### src/hw/rtl/aso_pkg.sv
package aso_pkg;

  localparam int unsigned WordW = 32;
  localparam int unsigned FormW = 3;

  typedef enum logic [FormW-1:0] {
    FORM_IMM_SHIFT = 3'd0,
    FORM_REG_SHIFT = 3'd1,
    FORM_ROT_IMM   = 3'd2,
    FORM_LS_IMM    = 3'd3,
    FORM_LS_SCALED = 3'd4,
    FORM_NONE      = 3'd5
  } form_t;

  typedef enum logic [1:0] {
    SHIFT_LSL = 2'd0,
    SHIFT_LSR = 2'd1,
    SHIFT_ASR = 2'd2,
    SHIFT_ROR = 2'd3
  } shift_kind_t;

  // instruction class codes in bits 27:25
  localparam logic [2:0] ClassDataShift = 3'b000;
  localparam logic [2:0] ClassDataImm   = 3'b001;
  localparam logic [2:0] ClassLsImm     = 3'b010;
  localparam logic [2:0] ClassLsReg     = 3'b011;

  localparam logic [7:0] RegAmtFull = 8'd32;

  typedef struct packed {
    logic [WordW-1:0] instr;
    logic [WordW-1:0] rm_value;
    logic [WordW-1:0] rs_value;
    logic             carry_in;
  } req_item_t;

  typedef struct packed {
    logic [WordW-1:0] operand;
    logic             carry_out;
    logic [FormW-1:0] form;
  } rsp_item_t;

endpackage

### src/hw/rtl/aso_stream_if.sv
interface aso_req_if;
  import aso_pkg::*;
  logic      valid;
  logic      ready;
  req_item_t payload;
  modport source (output valid, output payload, input ready);
  modport sink   (input valid, input payload, output ready);
endinterface

interface aso_rsp_if;
  import aso_pkg::*;
  logic      valid;
  logic      ready;
  rsp_item_t payload;
  modport source (output valid, output payload, input ready);
  modport sink   (input valid, input payload, output ready);
endinterface

### src/hw/rtl/aso_shift_core.sv
module aso_shift_core (
  input  aso_pkg::req_item_t item,
  output aso_pkg::rsp_item_t result
);
  import aso_pkg::*;

  logic [WordW-1:0] instr;
  logic [WordW-1:0] rm;
  logic             cin;
  logic [2:0]       cls;
  shift_kind_t      kind;
  logic [4:0]       imm_amt;
  logic [7:0]       reg_amt;
  logic [4:0]       n;
  logic             top;

  // generic shifts by n in 1..31
  logic [WordW:0]     lsl_ext;
  logic [WordW:0]     rsh_ext;
  logic [2*WordW-1:0] ror_ext;
  logic [WordW-1:0]   asr_res;
  logic [WordW-1:0]   sign_fill;

  // rotated immediate
  logic [4:0]         rot;
  logic [2*WordW-1:0] rimm_ext;
  logic [WordW-1:0]   rimm_res;

  logic [WordW-1:0] imm_res;
  logic             imm_c;
  logic [WordW-1:0] reg_res;
  logic             reg_c;

  assign instr   = item.instr;
  assign rm      = item.rm_value;
  assign cin     = item.carry_in;
  assign cls     = instr[27:25];
  assign kind    = shift_kind_t'(instr[6:5]);
  assign imm_amt = instr[11:7];
  assign reg_amt = item.rs_value[7:0];
  assign top     = rm[WordW-1];
  assign sign_fill = {WordW{top}};

  // register form uses only the low five bits below 32 or for rotation
  assign n = (cls == ClassDataShift && instr[4]) ? reg_amt[4:0] : imm_amt;

  assign lsl_ext = {1'b0, rm} << n;
  assign rsh_ext = {rm, 1'b0} >> n;
  assign ror_ext = {rm, rm} >> n;
  assign asr_res = WordW'($signed(rm) >>> n);

  assign rot      = {instr[11:8], 1'b0};
  assign rimm_ext = {24'd0, instr[7:0], 24'd0, instr[7:0]} >> rot;
  assign rimm_res = rimm_ext[WordW-1:0];

  // immediate-shift rules, zero amount encodes the special cases
  always_comb begin
    imm_res = rm;
    imm_c   = cin;
    if (imm_amt == '0) begin
      unique case (kind)
        SHIFT_LSL: begin imm_res = rm;                 imm_c = cin;   end
        SHIFT_LSR: begin imm_res = '0;                 imm_c = top;   end
        SHIFT_ASR: begin imm_res = sign_fill;          imm_c = top;   end
        SHIFT_ROR: begin imm_res = {cin, rm[WordW-1:1]}; imm_c = rm[0]; end
        default:   begin imm_res = rm;                 imm_c = cin;   end
      endcase
    end else begin
      unique case (kind)
        SHIFT_LSL: begin imm_res = lsl_ext[WordW-1:0]; imm_c = lsl_ext[WordW]; end
        SHIFT_LSR: begin imm_res = rsh_ext[WordW:1];   imm_c = rsh_ext[0];     end
        SHIFT_ASR: begin imm_res = asr_res;            imm_c = rsh_ext[0];     end
        SHIFT_ROR: begin imm_res = ror_ext[WordW-1:0]; imm_c = rsh_ext[0];     end
        default:   begin imm_res = rm;                 imm_c = cin;            end
      endcase
    end
  end

  // register-shift rules, amount taken from the low byte of rs
  always_comb begin
    reg_res = rm;
    reg_c   = cin;
    if (reg_amt != '0) begin
      unique case (kind)
        SHIFT_LSL: begin
          if (reg_amt < RegAmtFull) begin
            reg_res = lsl_ext[WordW-1:0];
            reg_c   = lsl_ext[WordW];
          end else begin
            reg_res = '0;
            reg_c   = (reg_amt == RegAmtFull) ? rm[0] : 1'b0;
          end
        end
        SHIFT_LSR: begin
          if (reg_amt < RegAmtFull) begin
            reg_res = rsh_ext[WordW:1];
            reg_c   = rsh_ext[0];
          end else begin
            reg_res = '0;
            reg_c   = (reg_amt == RegAmtFull) ? top : 1'b0;
          end
        end
        SHIFT_ASR: begin
          if (reg_amt < RegAmtFull) begin
            reg_res = asr_res;
            reg_c   = rsh_ext[0];
          end else begin
            reg_res = sign_fill;
            reg_c   = top;
          end
        end
        SHIFT_ROR: begin
          if (reg_amt[4:0] == '0) begin
            reg_res = rm;
            reg_c   = top;
          end else begin
            reg_res = ror_ext[WordW-1:0];
            reg_c   = rsh_ext[0];
          end
        end
        default: begin
          reg_res = rm;
          reg_c   = cin;
        end
      endcase
    end
  end

  always_comb begin
    result.operand   = '0;
    result.carry_out = cin;
    result.form      = FORM_NONE;
    priority if (cls == ClassDataShift && !instr[4]) begin
      result.operand   = imm_res;
      result.carry_out = imm_c;
      result.form      = FORM_IMM_SHIFT;
    end else if (cls == ClassDataShift && !instr[7]) begin
      result.operand   = reg_res;
      result.carry_out = reg_c;
      result.form      = FORM_REG_SHIFT;
    end else if (cls == ClassDataImm) begin
      result.operand   = rimm_res;
      result.carry_out = (rot != '0) ? rimm_res[WordW-1] : cin;
      result.form      = FORM_ROT_IMM;
    end else if (cls == ClassLsImm) begin
      result.operand   = {20'd0, instr[11:0]};
      result.form      = FORM_LS_IMM;
    end else if (cls == ClassLsReg && !instr[4]) begin
      // address offset leaves the flags alone
      result.operand   = imm_res;
      result.form      = FORM_LS_SCALED;
    end else begin
      result.form      = FORM_NONE;
    end
  end

endmodule

### src/hw/rtl/arm_shifter_operand_unit.sv
// channel | dir | payload                                    | handshake
// req     | in  | instr, rm_value, rs_value, carry_in        | valid / ready
// rsp     | out | operand, carry_out, form                   | valid / ready
//
// one transaction per cycle sustained while rsp is ready; each passes from req to rsp
// through the input register and then the result register around the shifter
// rst is synchronous and clears both valid flags, payload registers hold no reset
// a stalled rsp holds its result; req keeps accepting while the input stage can move
// or is empty, so one transaction can sit in each stage during a stall
module arm_shifter_operand_unit (
  input logic   clk,
  input logic   rst,
  aso_req_if.sink   req,
  aso_rsp_if.source rsp
);
  import aso_pkg::*;

  // input stage
  logic      s1_valid;
  req_item_t s1_item;

  // result stage
  logic      out_valid;
  rsp_item_t out_item;

  rsp_item_t core_result;
  logic      advance;

  // result register can take a new value when empty or being drained
  assign advance   = !out_valid || rsp.ready;
  assign req.ready = !s1_valid || advance;

  always_ff @(posedge clk) begin
    if (rst) begin
      s1_valid <= 1'b0;
    end else if (req.ready) begin
      s1_valid <= req.valid;
    end
    if (req.ready) begin
      s1_item <= req.payload;
    end
  end

  // shifter and operand decode between the two registers
  aso_shift_core u_core (
    .item   (s1_item),
    .result (core_result)
  );

  always_ff @(posedge clk) begin
    if (rst) begin
      out_valid <= 1'b0;
    end else if (advance) begin
      out_valid <= s1_valid;
    end
    if (advance && s1_valid) begin
      out_item <= core_result;
    end
  end

  assign rsp.valid   = out_valid;
  assign rsp.payload = out_item;

`ifndef ASSERT_OFF
  a_reset_clears: assert property (@(posedge clk) $past(rst) |-> !rsp.valid)
    else $error("result valid after reset");

  a_stall_blocks: assert property (@(posedge clk) disable iff (rst)
    (s1_valid && rsp.valid && !rsp.ready) |-> !req.ready)
    else $error("input taken while both stages are held");

  a_stage_moves: assert property (@(posedge clk) disable iff (rst)
    (s1_valid && advance) |=> rsp.valid)
    else $error("input stage advanced but no result appeared");

  a_ls_imm_width: assert property (@(posedge clk) disable iff (rst)
    (rsp.valid && rsp.payload.form == FORM_LS_IMM) |-> (rsp.payload.operand[31:12] == '0))
    else $error("load/store immediate offset wider than 12 bits");
`endif

endmodule
### src/flat_wrapper.sv
// flat-port wrapper written by rule: the top's interface ports become plain ports
module arm_shifter_operand_unit_flat import aso_pkg::*;
  (clk, rst, req_valid, req_payload, req_ready, rsp_valid, rsp_payload, rsp_ready);
  aso_req_if req_i ();
  aso_rsp_if rsp_i ();
  input logic clk;
  input logic rst;
  input wire logic [$bits(req_i.valid)-1:0] req_valid;
  input wire logic [$bits(req_i.payload)-1:0] req_payload;
  output wire logic [$bits(req_i.ready)-1:0] req_ready;
  output wire logic [$bits(rsp_i.valid)-1:0] rsp_valid;
  output wire logic [$bits(rsp_i.payload)-1:0] rsp_payload;
  input wire logic [$bits(rsp_i.ready)-1:0] rsp_ready;
  assign req_i.valid = req_valid;
  assign req_i.payload = req_payload;
  assign req_ready = req_i.ready;
  assign rsp_valid = rsp_i.valid;
  assign rsp_payload = rsp_i.payload;
  assign rsp_i.ready = rsp_ready;
  arm_shifter_operand_unit u_core (.clk(clk), .rst(rst), .req(req_i), .rsp(rsp_i));
endmodule
### config.mk
export PLATFORM = sky130hd
export DESIGN_NAME = arm_shifter_operand_unit_flat
export DESIGN_NICKNAME = d
export VERILOG_FILES = /design/src/hw/rtl/aso_pkg.sv /design/src/hw/rtl/aso_stream_if.sv /design/src/hw/rtl/aso_shift_core.sv /design/src/hw/rtl/arm_shifter_operand_unit.sv /design/src/flat_wrapper.sv
export SDC_FILE = /design/constraint.sdc
export NUM_CORES = 1
export LEC_CHECK = 0
export BUFFER_PORTS_ARGS = -buffer_cell sky130_fd_sc_hd__buf_2
export CORE_ASPECT_RATIO = 1.75
export CORE_MARGIN = 5
export CORE_UTILIZATION = 35
export CTS_CLUSTER_SIZE = 20
export DETAILED_ROUTE_END_ITERATION = 16
export SLEW_MARGIN = 20
export SYNTH_ARGS = -nofsm -noshare
export SYNTH_HDL_FRONTEND = slang
export SYNTH_SLANG_ARGS = --single-unit
### constraint.sdc
create_clock -name clk -period 5.32 [get_ports clk]
set_input_delay 0.532 -clock clk [delete_from_list [all_inputs] [get_ports clk]]
set_output_delay 0.532 -clock clk [all_outputs]
set_load 0.005 [all_outputs]
# After elaboration in Yosys (flattened, before gate mapping)
# Cells that the tools add are included.
[totals]
register_bits = 107
latchBits = 0
ram_bits = 0
mem_bits_ro = 0
input_bits = 101
output_inout_bits = 38
elab_cells = 76
mem_count = 0
[classes]
add_sub_neg = 0
multipliers = 0
div = 0
magnitude_cmp = 1
n_eq_ne = 7
shifts = 5
muxes = 31
bitwise_logic = 0
reduce_logical = 21
[ops]
columns = ["operator", "count"]
rows = [
  ["$pmux W32 S4", 3],
  ["$mux W32", 9],
  ["$mux W36", 2],
  ["$shr A64 B5 Y32", 1],
  ["$shr A40 B5 Y32", 1],
  ["$shl A32 B5 Y33", 1],
  ["$shr A33 B5 Y33", 1],
  ["$sshr A32 B5 Y32", 1],
  ["$mux W1", 11],
  ["$logic_not A5 Y1", 2],
  ["$eq A8 B6 Y1 const B", 1],
  ["$lt A8 B6 Y1 const B", 1],
  ["$reduce_bool A8 Y1", 1],
  ["$eq A3 B2 Y1 const B", 2],
  ["$mux W3", 2],
  ["$logic_and A1 B1 Y1", 5],
  ["$mux W5", 1],
  ["$reduce_bool A5 Y1", 1],
  ["$eq A2 B2 Y1 const B", 2],
  ["$logic_not A1 Y1", 4],
  ["$pmux W1 S4", 1],
  ["$reduce_or A2 Y1", 2],
  ["$reduce_or A4 Y1", 1],
  ["$eq A3 B1 Y1 const B", 1],
  ["other kinds (7)", 8],
]

# Depth between registers and ports, before layout
[logic_depth]
word_depth = 11
depth_mapped = 16
mapped_depth_nobuf = 11

# Hierarchy
# A second synthesis with hierarchy kept.
[hier_totals]
hier_cells = 1853
hier_area_um2 = 14631.5
[modules_own_cells]
columns = ["mod", "instances", "cells_per_inst", "area_each_um2", "seq_area_each_um2"]
rows = [
  ["aso_shift_core", 1, 1711, 10543.9, 0.0],
  ["arm_shifter_operand_unit", 1, 142, 4087.7, 4033.9],
]

# Least setup slack after synthesis
# OpenSTA, ideal clock, no wires.
[synth_path]
kind = "flip-flop to flip-flop"
from = "reg u_core.s1_item[91] (netlist bit)"
to = "reg u_core.out_item (netlist bit u_core.rsp.payload[25]), data pin"
arrival_time_ns = 3.428
setup_slack_ns = 1.620
path_stages_with_launch = 11
synth_period_minus_slack_ns = 3.700
path_cell_list = "edfxtp_1 buf_6 nor4b_4 mux2i_2 mux4_2 a222oi_1 nand2_1 a32o_1 a221oi_1 o21ai_1 or4_1"
[synth_lines]
columns = ["item", "line", "source"]
rows = [
  ["start: declaration", "arm_shifter_operand_unit.sv:20", "req_item_t s1_item;"],
  ["start signal: assignment", "arm_shifter_operand_unit.sv:40", "s1_item <= req.payload;"],
  ["end signal: assignment", "arm_shifter_operand_unit.sv:57", "out_item <= core_result;"],
  ["end: declaration", "arm_shifter_operand_unit.sv:24", "rsp_item_t out_item;"],
]

==> results.md <==
- CTS Buf Count: 9
- Met2 routed WL: just over 40 mm
- Worst-Skew Late Latency: 400 ps
- CP Data Arrival Time: around 5000 ps
- Fin Setup TNS: 0 ps
- Sink Count: 94
- Netlist Area Pre-Place: roughly 13000 µm²
- Routed len/inst: 40.2 µm
- Vias: approximately 16000
- Most frequent cells in the layout: nand2_1, mux2i_1, nor2_1, a21oi_1, o21ai_0
- Final min period: roughly 5000 ps
- Iteration-0 DRC Markers: between 2000 and 2500
- First-pass GRT wire length: approximately 130 mm
- Die X: approximately 160 µm
- Dpl cells: 2250
- Layout cell share with drive strength beyond 1: 17.1%
- Final Non-Filler Cells: 2268
- Post-synthesis register bit count: between 90 and 100
- Startpoint types: flip-flop
- Placer Congestion: around 1.1
- Synth warn: 0
- Vias in the first global route: approximately 16000
- Dominant cells by area after synthesis: edfxtp_1, mux2i_1, a21oi_1, nand2_1, o21ai_0
- Status: completed
- Post-synth cell types: 82
- Final setup viols: 0
- Initial core utilization: a little over a third
- CTS resizes: 0
- Hold Buf Count CTS: 0
- Register area: 2800 µm²
- WL final: just over 90 mm
- Num rows: a little over 90
- Initial antenna violation count: 7
- Fill cells: 3842
- Cell mode on critical path: mux2i_1
- Die Ht: about 270 µm
- DR vias/cell: 7.20
- Hold WC Path Type: in2reg
- Endpoint class of the critical path: flip-flop
- Critical Path Fanout Max: 20
- Crit path cell chain: nor4b_4 -> buf_12 -> mux2i_4 -> buf_12 -> buf_4 -> mux2i_1 -> mux2i_1 -> mux2i_1 -> mux2i_1 -> o21ai_0 -> nor2_1 -> o31ai_1 -> nand3_1
- PD cells: 224 nW/µm²
- Die area: 41500 µm²
- Buffers & Inverters on Critical Path: 3
- H-tree depth: 3
- EDFF count, synth: ~90
- All-Layer GR Usage: 42.7%
- # Post-CTS Setup Buffers: 0
- DRC viols: 0
- Clk buf depth: 2
- CTS tree: done
- Gate Count Post-Synth: approximately 1700
- Commonest non-fill, non-tap cell in the layout: nand2_1
- Final Skew: 17.7 ps
- Clock Pin Slew Worst Setup and Hold Paths: roughly 90 ps
- Seq/Total Area, Yosys: between 20% and 30%
- Rel. slew slack: a little over an eighth
- Slowest cell on crit path: o21ai_0
- Routed Antenna Nets: 0
- Max_cap viols: 0
- Synth area leader: edfxtp_1
- Core Area: between 30000 and 40000 µm²
- Leak: around 5.7 nW
- Syn_area_per_cell: between 7 and 8 µm²
- Final HPWL DP: 69.6 mm
- Actual slew at the worst max-slew pin: 1300 ps
- Root Buffer: clkbuf_16
- Synth-to-Final Area Change: 12.6%
- WP data required: ~5400 ps
- Maximum clock frequency: around 0.20 GHz
- Area share of the largest cell type after synthesis: approximately a fifth
- Worst path max stage delay: 710 ps
- Final net count: ~1900
- Pre-antenna DRT Iters: 6
- Crit path kind: reg2reg
- RSZ-0062 raised after global routing: false
- Asr flop ratio synth: 0%
- WL met1: 30.3 mm
- IO buf count: 97
- Peak supply drop: 0.132 mV
- Top layer used by detailed routing: met5
- Multi-input gate area: 9490 µm²
- DR WL met3: between 8 and 9 mm
- Hold WS: 300 ps
- Top-Level Pins: between 100 and 150
- Crit share post-route: between 90% and 100%
- Count of pins over their slew limit: 0
- Flop-to-flop setup slack: 300 ps
- Post-Syn Nets: 1849
- Family with the most delay on the worst path: multiplexers
- Grt total ovfl: 0
- Largest net degree at the start of global routing: 59
- Final Hold Viols: 0
- Top_reg_cell synth: edfxtp_1
==> cells by family (layout without fill, tap and decap cells) <==
logic type	Yosys count	after routing	share of synthesized area, %
muxes	217	217	18.7
DFF	94	94	21.4
AOI/OAI and AO/OA	664	664	33.5
and+or+nand+nor	564	564	19.3
buffers and inverters	201	249	6.70
adders and majority gates	4	4	0.383
other	0	1	0
==> metrics by stage <==
stage	power [mW]	worst slack, ps	area [µm²]	util, %
6_report	3.30	298	14700	39.9
2_1_floorplan	1.80	1620	13100	-
4_1_cts	3.22	514	14700	39.9
5_1_grt	3.37	217	14700	39.9
3_3_place_gp	2.49	539	14400	39.1
3_5_place_dp	2.48	564	14400	39.1
==> cells in the mapped netlist, types with 9 or more instances <==
master / number
a22o_1: 9
inv_1: 15
mux4_2: 16
nand3_1: 49
or3_1: 16
buf_2: 44
o221ai_1: 19
clkbuf_1: 111
buf_1: 16
a21oi_1: 163
o211ai_1: 34
mux2_2: 28
edfxtp_1: 92
o22ai_1: 28
a21o_1: 12
nand2b_1: 22
a31oi_1: 24
o31ai_1: 12
o21a_1: 11
o21ai_0: 143
nor2b_1: 10
a211o_1: 16
mux2i_1: 168
nor2_1: 165
a221oi_1: 26
nand4_1: 9
a211oi_1: 33
a22oi_1: 31
nor3_1: 39
and3_1: 11
a32oi_1: 13
nand2_1: 207
==> worst reg2reg max path, cell delays in order, from the launching register on <==
cell	delay, ps
edfxtp_1	600
nor4b_4	390
buf_12	230
mux2i_4	610
buf_12	270
buf_4	220
mux2i_1	290
mux2i_1	150
mux2i_1	430
mux2i_1	270
o21ai_0	710
nor2_1	80
o31ai_1	290
nand3_1	190
==> state kept, by name (all words and copies together), names as in the netlist <==
| register | count |
|---|---|
| u_core.rsp.payload | 36 |
| u_core.s1_item | 56 |
| u_core.rsp.valid | 1 |
| u_core.s1_valid | 1 |
==> path summary, 6_finish.rpt <==
check / from / endpoint / cells past startpoint
max: u_core.s1_item[92] / u_core.rsp.payload[3] / 13
min: rst / u_core.s1_valid / 2
max reg2reg: u_core.s1_item[92] / u_core.rsp.payload[3] / 13
min reg2reg: u_core.s1_valid / u_core.rsp.valid / 2
==> power by group <==
group / leakage (nW) / internal, mW / switching (mW)
Sequential: 0.939 / 0.863 / 0.136
Clock: 0.146 / 0.373 / 0.366
Combinational: 4.61 / 0.498 / 1.06
==> final cells by class <==
class                   count  share of cell area [%]
multi-input cells        1449                    64.4
flip-flops and latches     94                    19.0
repair buffers            216                    10.0
well taps                 475                    4.03
clock buffers              10                    1.55
clock inverters             6                   0.510
inverters                  17                   0.433
diodes                      1                  0.0170
==> layer usage <==
metal	GRT usage, %	up-vias
met4	39.7	6
met3	9.44	466
met1	46.8	7780
met2	67.4	1283
met5	0	-
li1	-	6788
(Power assumes the default switching activity.)
